File: config.mk
export PLATFORM = sky130hd
export DESIGN_NAME = numeric_string_parser_core
export DESIGN_NICKNAME = d
export VERILOG_FILES = /design/src/rtl/core/nsp_pkg.sv /design/src/rtl/core/nsp_step.sv /design/src/rtl/core/numeric_string_parser_core.sv
export SDC_FILE = /design/constraint.sdc
export NUM_CORES = 1
export LEC_CHECK = 0
export BUFFER_PORTS_ARGS = -buffer_cell sky130_fd_sc_hd__buf_2
export CAP_MARGIN = 20
export CELL_PAD_IN_SITES_DETAIL_PLACEMENT = 1
export CELL_PAD_IN_SITES_GLOBAL_PLACEMENT = 1
export CORE_AREA = 4 4 136 138
export CTS_BUF_LIST = sky130_fd_sc_hd__clkbuf_2
export DETAILED_ROUTE_END_ITERATION = 16
export DIE_AREA = 0 0 140 142
export PLACE_DENSITY = 0.69
export SLEW_MARGIN = 20
export SYNTH_ARGS = -nofsm -noshare
export SYNTH_HDL_FRONTEND = slang
export SYNTH_SLANG_ARGS = --single-unit
export TNS_END_PERCENT = 20
File: constraint.sdc
create_clock -name aclk -period 6.01 [get_ports aclk]
set_input_delay 0.9015 -clock aclk [delete_from_list [all_inputs] [get_ports aclk]]
set_output_delay 0.9015 -clock aclk [all_outputs]
set_load 0.01 [all_outputs]
File: src/rtl/core/nsp_pkg.sv
// Package for the numeric string parser: parse state type and ASCII codes.
// No dependencies; used by nsp_step and numeric_string_parser_core.
`default_nettype none

package nsp_pkg;

    localparam logic [7:0] CHR_NUL    = 8'h00;
    localparam logic [7:0] CHR_ZERO   = 8'h30;
    localparam logic [7:0] CHR_NINE   = 8'h39;
    localparam logic [7:0] CHR_LO_A   = 8'h61;
    localparam logic [7:0] CHR_LO_F   = 8'h66;
    localparam logic [7:0] CHR_UP_A   = 8'h41;
    localparam logic [7:0] CHR_UP_F   = 8'h46;
    localparam logic [7:0] CHR_LO_X   = 8'h78;
    localparam logic [7:0] CHR_UP_X   = 8'h58;
    localparam logic [7:0] CHR_LO_K   = 8'h6B;
    localparam logic [7:0] CHR_UP_K   = 8'h4B;
    localparam logic [7:0] CHR_LO_M   = 8'h6D;
    localparam logic [7:0] CHR_UP_M   = 8'h4D;

    // Position just past the "0x" prefix.
    localparam logic [3:0] POS_AFTER_PREFIX = 4'd2;
    localparam logic [3:0] POS_MAX          = 4'd15;

    localparam int unsigned KILO_SHIFT = 10;
    localparam int unsigned MEGA_SHIFT = 20;

    typedef struct packed {
        logic [3:0]  position;
        logic        hex_mode;
        logic        first_was_zero;
        logic        verdict_given;
        logic [31:0] accumulator;
    } parse_state_t;

    typedef struct packed {
        logic        emit;
        logic        accepted;
        logic [31:0] value;
    } verdict_t;

endpackage

`default_nettype wire

File: src/rtl/core/nsp_step.sv
// One parse step: next parse state and verdict for one character.
// Depends on nsp_pkg.
`default_nettype none

module nsp_step #(
    parameter int MAX_CHARS = 11
) (
    input  wire nsp_pkg::parse_state_t state_in,
    input  wire                        start_req,
    input  wire [7:0]                  char_in,
    output nsp_pkg::parse_state_t      state_out,
    output nsp_pkg::verdict_t          verdict
);

    localparam logic [3:0] POS_LIMIT = 4'(MAX_CHARS - 1);

    nsp_pkg::parse_state_t cur;
    logic       is_dec;
    logic       is_lo_hex;
    logic       is_up_hex;
    logic [3:0] nibble;
    logic [3:0] pos_inc;
    logic [31:0] acc_dec;
    logic [31:0] acc_hex;

    always_comb begin
        cur = start_req ? '0 : state_in;
        is_dec    = (char_in >= nsp_pkg::CHR_ZERO) && (char_in <= nsp_pkg::CHR_NINE);
        is_lo_hex = (char_in >= nsp_pkg::CHR_LO_A) && (char_in <= nsp_pkg::CHR_LO_F);
        is_up_hex = (char_in >= nsp_pkg::CHR_UP_A) && (char_in <= nsp_pkg::CHR_UP_F);
        if (is_dec) begin
            nibble = 4'(char_in - nsp_pkg::CHR_ZERO);
        end else if (is_lo_hex) begin
            nibble = 4'(char_in - nsp_pkg::CHR_LO_A + 8'd10);
        end else begin
            nibble = 4'(char_in - nsp_pkg::CHR_UP_A + 8'd10);
        end
        pos_inc = (cur.position < nsp_pkg::POS_MAX) ? cur.position + 4'd1 : cur.position;
        // Multiply by ten as a sum of two shifts.
        acc_dec = (cur.accumulator << 3) + (cur.accumulator << 1)
                + {28'd0, nibble};
        acc_hex = (cur.accumulator << 4) + {28'd0, nibble};
    end

    always_comb begin
        state_out = cur;
        verdict   = '0;
        if (!start_req && state_in.verdict_given) begin
            // The string is already decided; the character is dropped.
            state_out = state_in;
        end else if (cur.hex_mode) begin
            if (char_in == nsp_pkg::CHR_NUL) begin
                verdict.emit     = 1'b1;
                verdict.accepted = (cur.position != nsp_pkg::POS_AFTER_PREFIX);
                verdict.value    = verdict.accepted ? cur.accumulator : 32'd0;
            end else if (!(is_dec || is_lo_hex || is_up_hex)
                         || cur.position >= POS_LIMIT) begin
                verdict.emit = 1'b1;
            end else begin
                state_out.accumulator = acc_hex;
                state_out.position    = pos_inc;
            end
        end else if (cur.position == 4'd1 && cur.first_was_zero
                     && (char_in == nsp_pkg::CHR_LO_X || char_in == nsp_pkg::CHR_UP_X)) begin
            state_out.hex_mode    = 1'b1;
            state_out.accumulator = 32'd0;
            state_out.position    = nsp_pkg::POS_AFTER_PREFIX;
        end else if (char_in == nsp_pkg::CHR_NUL) begin
            verdict.emit     = 1'b1;
            verdict.accepted = 1'b1;
            verdict.value    = cur.accumulator;
        end else if ((char_in == nsp_pkg::CHR_LO_K || char_in == nsp_pkg::CHR_UP_K)
                     && cur.position != 4'd0) begin
            verdict.emit     = 1'b1;
            verdict.accepted = 1'b1;
            verdict.value    = cur.accumulator << nsp_pkg::KILO_SHIFT;
        end else if ((char_in == nsp_pkg::CHR_LO_M || char_in == nsp_pkg::CHR_UP_M)
                     && cur.position != 4'd0) begin
            verdict.emit     = 1'b1;
            verdict.accepted = 1'b1;
            verdict.value    = cur.accumulator << nsp_pkg::MEGA_SHIFT;
        end else if (!is_dec || cur.position >= POS_LIMIT) begin
            verdict.emit = 1'b1;
        end else begin
            state_out.accumulator = acc_dec;
            if (cur.position == 4'd0) begin
                state_out.first_was_zero = (char_in == nsp_pkg::CHR_ZERO);
            end
            state_out.position = pos_inc;
        end
        if (verdict.emit) begin
            state_out.verdict_given = 1'b1;
        end
    end

endmodule

`default_nettype wire

File: src/rtl/core/numeric_string_parser_core.sv
// Top level of the numeric string parser: input register, parse step, result register.
// Depends on nsp_pkg and nsp_step.
//
//   channel   direction  payload                 notes
//   s_*       in         s_start_req, s_char_in  one character per transfer
//   m_*       out        m_accepted, m_value     one verdict per string
//
// A character passes from the character register through the parse step to the
// result register; one character is taken every cycle while the result is not stalled.
// Reset (aresetn low, synchronous) empties both registers and clears the parse state.
// A stalled result holds the character register; the input side stalls only when
// both the character register and the result register are full.
`default_nettype none

module numeric_string_parser_core #(
    parameter int MAX_CHARS = 11
) (
    input  wire         aclk,
    input  wire         aresetn,
    input  wire         s_valid,
    output logic        s_ready,
    input  wire         s_start_req,
    input  wire [7:0]   s_char_in,
    output logic        m_valid,
    input  wire         m_ready,
    output logic        m_accepted,
    output logic [31:0] m_value
);

    logic                  in_valid_reg;
    logic                  start_reg;
    logic [7:0]            char_reg;
    logic                  out_valid_reg;
    logic                  accepted_reg;
    logic [31:0]           value_reg;
    nsp_pkg::parse_state_t state_reg;
    nsp_pkg::parse_state_t state_next;
    nsp_pkg::verdict_t     verdict;
    logic                  advance;

    nsp_step #(
        .MAX_CHARS(MAX_CHARS)
    ) u_step (
        .state_in (state_reg),
        .start_req(start_reg),
        .char_in  (char_reg),
        .state_out(state_next),
        .verdict  (verdict)
    );

    // The held character moves on whenever the result slot is free or draining.
    assign advance = in_valid_reg && (!out_valid_reg || m_ready);
    assign s_ready = !in_valid_reg || advance;

    always_ff @(posedge aclk) begin
        if (!aresetn) begin
            in_valid_reg  <= 1'b0;
            out_valid_reg <= 1'b0;
            state_reg     <= '0;
        end else begin
            if (s_ready) begin
                in_valid_reg <= s_valid;
            end
            if (advance) begin
                state_reg <= state_next;
            end
            if (advance && verdict.emit) begin
                out_valid_reg <= 1'b1;
            end else if (m_ready) begin
                out_valid_reg <= 1'b0;
            end
        end
    end

    always_ff @(posedge aclk) begin
        if (s_valid && s_ready) begin
            start_reg <= s_start_req;
            char_reg  <= s_char_in;
        end
        if (advance && verdict.emit) begin
            accepted_reg <= verdict.accepted;
            value_reg    <= verdict.value;
        end
    end

    assign m_valid    = out_valid_reg;
    assign m_accepted = accepted_reg;
    assign m_value    = value_reg;

`ifndef SYNTHESIS
    a_reject_zero: assert property (@(posedge aclk) disable iff (!aresetn)
        out_valid_reg && !accepted_reg |-> value_reg == 32'd0)
        else $error("rejected result carries a nonzero value");

    a_verdict_marks: assert property (@(posedge aclk) disable iff (!aresetn)
        advance && verdict.emit |=> state_reg.verdict_given)
        else $error("verdict given without marking the string decided");

    a_hex_pos: assert property (@(posedge aclk) disable iff (!aresetn)
        state_reg.hex_mode |-> state_reg.position >= nsp_pkg::POS_AFTER_PREFIX)
        else $error("hex mode with position before the prefix end");

    a_ready_empty: assert property (@(posedge aclk) disable iff (!aresetn)
        !out_valid_reg |-> s_ready)
        else $error("input stalled while the result slot is empty");
`endif

endmodule

`default_nettype wire
* Yosys cells after proc, flatten, opt, wreduce, memory -nomap -nowiden *
Index checks and enable logic that the tools add are counted.

operators by class
  bitwise operators = 1
  magnitude comparators = 8
  add/subtract/negate cells = 9
  reduce and logical (&&, ||, !) cells = 32
  muxes and demuxes = 44
  equal/unequal tests = 10

operators by type and width
  cell                                                            number
  two-way mux 32 bit                                              9
  two-way mux 34 bit                                              5
  two-way mux 33 bit                                              2
  adder 32 x 4 -> 32 bit                                          2
  equality test 8 x 7 -> 1 bit, second input constant             6
  two-way mux 4 bit                                               11
  two-way mux 39 bit                                              1
  adder 32 bit                                                    1
  >= comparator 8 x 7 -> 1 bit, second input constant             2
  less-or-equal comparator 8 x 7 -> 1 bit, second input constant  2
  two-way mux 1 bit                                               15
  subtractor 4 x 1 -> 4 bit, second input constant                3
  logical AND 1 bit                                               11
  logical OR 1 bit                                                9
  adder 4 bit, second input constant                              2
  equality test 8 x 6 -> 1 bit, second input constant             1
  >= comparator 8 x 6 -> 1 bit, second input constant             1
  less-or-equal comparator 8 x 6 -> 1 bit, second input constant  1
  logical NOT 8 bit                                               1
  logical NOT 1 bit                                               5
  adder 4 x 1 -> 4 bit, second input constant                     1
  equality test 4 x 1 -> 1 bit, second input constant             1
  >= comparator 4 bit, second input constant                      1
  logical NOT 4 bit                                               1
  9 further kinds                                                 10

word-level totals
  bits in registers = 83
  logic and storage cells = 115
  input bits = 13
  output and inout port bits = 35

* Longest topological paths before layout *
  depth in word-level cells = 13
  mapped depth = 17
  mapped depth without buffers = 17

* Modules after synthesis *
From an unflattened synthesis, not the netlist that was laid out.

second synthesis, totals
  cells, all modules = 852
  area total of the unflattened synthesis = 6,957.9 um2

by module, submodules not included
  module                      sequential area each (um2)  cells each  area each (um2)  instances
  nsp_step                    0.0                         628         4,036.4          1
  numeric_string_parser_core  2,082.0                     224         2,921.6          1

* Least setup slack after synthesis *
No wires, ideal clock.

  path kind = register -> register
  from = reg char_reg[0]
  to = reg state_reg[30] in the netlist's numbering
  slack = 1.770 ns
  library setup time = 0.146 ns
  arrival = 4.095 ns
  stages on the path, launching flop included = 17
  required time = 5.864 ns
  clock period less this slack = 4.240 ns
  path through = edfxtp_1 inv_1 ha_1 o21bai_1 a2111oi_4 a31oi_1 xor2_1 fa_1 fa_1 a21oi_1 o32ai_1 o21a_1 or4_1 a21oi_1 o31ai_1 xnor2_1 a41oi_1

on the way
  longest elaborated chain between the ends = 11

ends and longest elaborated chain
  element                                            RTL line                                        source
  start: declaration                                 numeric_string_parser_core.sv:32                logic [7:0] char_reg;
  start signal: assignment                           numeric_string_parser_core.sv:78                char_reg <= s_char_in;
  subtractor 4 x 1 -> 4 bit (tied with other cells)  nsp_step.sv:34, nsp_step.sv:36
  adder 4 bit or logical AND 1 bit (tied branches)   nsp_step.sv:34, nsp_step.sv:36, nsp_step.sv:29
  two-way mux 4 bit                                  nsp_step.sv:33                                  end else if (is_lo_hex) begin
  two-way mux 4 bit                                  nsp_step.sv:31                                  if (is_dec) begin
  adder 32 x 4 -> 32 bit                             nsp_step.sv:41                                  + {28'd0, nibble};
  two-way mux 32 bit                                 nsp_step.sv:82                                  end else if (!is_dec || cur.position >= POS_LIMIT) begin
  two-way mux 32 bit                                 nsp_step.sv:77                                  end else if ((char_in == nsp_pkg::CHR_LO_M || char_in == nsp_pkg::CHR_UP_M)
  two-way mux 32 bit                                 nsp_step.sv:72                                  end else if ((char_in == nsp_pkg::CHR_LO_K || char_in == nsp_pkg::CHR_UP_K)
  two-way mux 32 bit                                 nsp_step.sv:68                                  end else if (char_in == nsp_pkg::CHR_NUL) begin
  two-way mux 32 bit                                 nsp_step.sv:63                                  end else if (cur.position == 4'd1 && cur.first_was_zero
  two-way mux 32 bit (*)                             nsp_step.sv:51                                  end else if (cur.hex_mode) begin
  end signal: assignment                             numeric_string_parser_core.sv:65                state_reg <= state_next;
  end: declaration                                   numeric_string_parser_core.sv:36                nsp_pkg::parse_state_t state_reg;

Every way passes the cells marked *; elsewhere a longest branch is shown, timed or not.
A chain may end at the register's enable or synchronous reset.

* Worst setup path in the final report *
Same ends and word-level chain as after synthesis.

==> results.txt <==
Root Driver = clkbuf_2
Worst slew pin tran = 1.112 ns
Antenna viol nets, final = 0
Max Transition Viols Final = 0
Die area = 19880 sq um
CP Class = reg2reg
Post-route clock period utilization = 83.24%
Residual DRC = 0
Clk buf depth = 2
CTS buffer count = 9
Initial Util = 39.79%
CP arrival = 5.50 ns
Detailed Place HPWL = 18040 um
Die span in x = 140 um
Power density over the cells = 169.4 nW/um^2
Simple-gate share of the synthesized area = 18.51%
Total gr overflow = 0
Pre-Repair DR Iteration Count = 5
Largest net degree at the start of global routing = 50
Fin crit period = 5.003 ns
Hold Vio Cnt, Final = 0
CP startpoint kind = flip-flop
Vias in the first global route = 6766
Crit Path Max Fanout = 7
Xor and xnor fraction of the mapped netlist area = 3.332%
Finished Layout Cells = 1068
Syn_nets = 897
Skew-Pair Late Insertion Delay = 0.62 ns
DR iter-0 viols = 562
CP Launch Point = char_reg[0]
Layout net count = 918
H-tree levels = 3
Antenna violations before repair = 1
Mux cell area share after synthesis = 3.039%
Dpl cells = 1051
Post-CTS sizing = 0
Worst slack, placed = 1.121 ns
Seq cells post-synth = 83
Multi-input gate area = 4410 sq um
Drt via density = 6.163
Syn_area_per_cell = 8.377 sq um
Post-Synth Adder-Cell Area = 12.67%
Asr flop ratio synth = 0%
Die height = 142 um
R2r setup slk = 1.01 ns
Post-synth EDFFs = 42
Leak Pwr = 3.094 nW
First-pass GRT wire length = 38320 um
Worst R2R Path Depth = 16
WP data required = 6.51 ns
Fmax = 199.9 MHz
Routed via count = 6582
Fillcell total = 2109
RSZ-0062 raised after global routing = no
Max reg flops = 39
Largest family of logic cells by synthesized area = compound AO/OA/AOI/OAI gates
Critical Path End Type = flip-flop
RD Place Congestion = 0.9399
Layout cell share with drive strength beyond 1 = 11.40%
Total global-route track usage = 24.30%
# rows = 48
Post-synth cell types = 74
Outcome = finished clean
Clock transition at the registers of the reported paths = 0.26 ns
Fin Setup TNS = 0 ns
Ports = 48
Area Overhead vs Synth = 7.780%
Reg2reg end = state_reg[30]
Port-buffer cells = 47
Worst vdd ir = 0.08994 mV
Rel. slew slack = 25.85%
Max-capacitance violation count = 0
Core Area = 17180 sq um
WL/cell = 22.45 um
Setup crit end = state_reg[30]
Clock skew = 0.04777 ns
Routed WL = 23970 um
Synth Area in Compound Gates = 26.80%
Setup bufs post-CTS = 0
Synth Cell Area = 6835 sq um
Post-synthesis sequential area ratio = 30.46%
Worst flop-to-flop path startpoint = char_reg[0]
Final worst slack = 1.007 ns
Count of final setup violators = 0
Clk sinks = 83
YS warnings = 0
Hold WC Path Type = in2reg
Hold-fix buffers, CTS = 0
Post-Syn Instances = 816
Primary FF master, synth = edfxtp_1
CTS tree = built
Sequential Area = 2082 sq um
cells in the final DEF, fill, tap and decap left out, types with 8 or more instances in the layout:
cell type | synthesis | layout
nand2_1 | 87 | 87
o21ai_0 | 72 | 72
nor2_1 | 74 | 72
ha_1 | 66 | 66
a21oi_1 | 53 | 53
buf_2 | 8 | 47
edfxtp_1 | 42 | 42
dfxtp_1 | 41 | 41
inv_1 | 33 | 33
a22oi_1 | 22 | 22
nor2b_1 | 20 | 20
nand3_1 | 18 | 18
xnor2_1 | 16 | 16
o22ai_1 | 16 | 16
a221oi_1 | 16 | 16
mux2i_1 | 14 | 14
nor3_1 | 12 | 12
buf_4 | 1 | 12
a21o_1 | 11 | 11
nand2b_1 | 10 | 10
xor2_1 | 10 | 10
clkbuf_2 | 0 | 10
o21a_1 | 8 | 8
a31oi_1 | 8 | 8
nor3b_1 | 8 | 8
cells by family (layout without fill, tap and decap cells):
kind of cell	Yosys count	count (layout)
and+or+nand+nor	265	265
buffers and inverters	82	108
muxes	20	20
adders and majority gates	68	68
AOI/OAI and AO/OA	272	272
xor gates and xnor gates	26	26
other	0	1
DFF	83	83
power breakdown:
part	total (W)	internal (W)	leakage, nW	switching [W]
clock	0.000365	0.000141	0.0861	0.000224
sequential	0.000644	0.000625	0.722	0.0000190
combinational	0.000239	0.0000804	2.29	0.000158
through the flow:
stage	area [sq um]	hold slack, ns	utilization, %	total power (W)
after floorplan	6835	0.4412	-	0.0008103
after global placement	7223	0.4559	42.05	0.0008835
after detailed placement	7223	0.4669	42.05	0.0008913
after CTS	7365	0.4129	42.88	0.001249
after global routing	7367	0.3840	42.89	0.001314
final	7367	0.4317	42.89	0.001248
synthesized netlist by cell type, drive strengths merged, types with 7 or more instances:
library cell	count	share of area (%)
a31oi	8	0.73
nor3b	8	0.88
edfxtp	42	18
a22oi	25	3.0
a21oi	53	3.9
nor3	12	0.88
o21ai	73	5.3
clkbuf	33	1.8
mux2i	14	2.1
and2	7	0.64
o22ai	16	1.5
nand2	87	4.8
a21o	12	1.4
nand3	18	1.3
inv	33	1.8
nand2b	10	0.92
xnor2	16	2.1
nor2	75	4.2
nor2b	20	1.8
ha	66	12
buf	16	1.6
o21a	8	0.88
xor2	10	1.3
a221oi	16	2.1
dfxtp	41	12
layout make-up:
class | count | area share (%)
Timing Repair Buffer | 59 | 4.416
Clock inverter | 6 | 1.240
Antenna cell | 1 | 0.03397
Sequential cell | 83 | 28.26
Multi-Input combinational cell | 651 | 59.87
Clock buffer | 10 | 0.6793
Inverter | 33 | 1.681
Tap cell | 225 | 3.821
layer usage:
layer | part of all wire, % | GRT usage [%] | vias up
li1 | - | - | 3080
met1 | 46 | 33.65 | 3231
met2 | 45 | 38.52 | 221
met3 | 5.5 | 3.797 | 50
met4 | 3.2 | 9.128 | 0
met5 | 0 | 0 | -
worst max-delay path, stage by stage, from the launching register on:
cell       delay, ns
edfxtp_1        0.57
inv_1           0.13
ha_1            0.22
o21bai_1        0.14
a2111oi_4       0.54
a31oi_1         0.10
xor2_1          0.32
fa_1            0.54
fa_1            0.48
a21oi_1         0.21
o32ai_1         0.16
o21a_1          0.22
or4_1           0.52
a21oi_1         0.27
o31ai_1         0.15
xnor2_1         0.18
a41oi_1         0.13
worst min path at each step:
stage	slack (ns)	depth (start not counted)	start	to
floorplan	0.44	2	state_reg[3]	state_reg[3]
global placement	0.46	2	state_reg[3]	state_reg[3]
detailed placement	0.47	2	state_reg[3]	state_reg[3]
CTS	0.41	1	s_char_in[0]	char_reg[0]
global route	0.38	1	s_char_in[4]	char_reg[4]
finish	0.43	1	s_char_in[4]	char_reg[4]
Note: power is estimated with default switching activity, not from simulation.
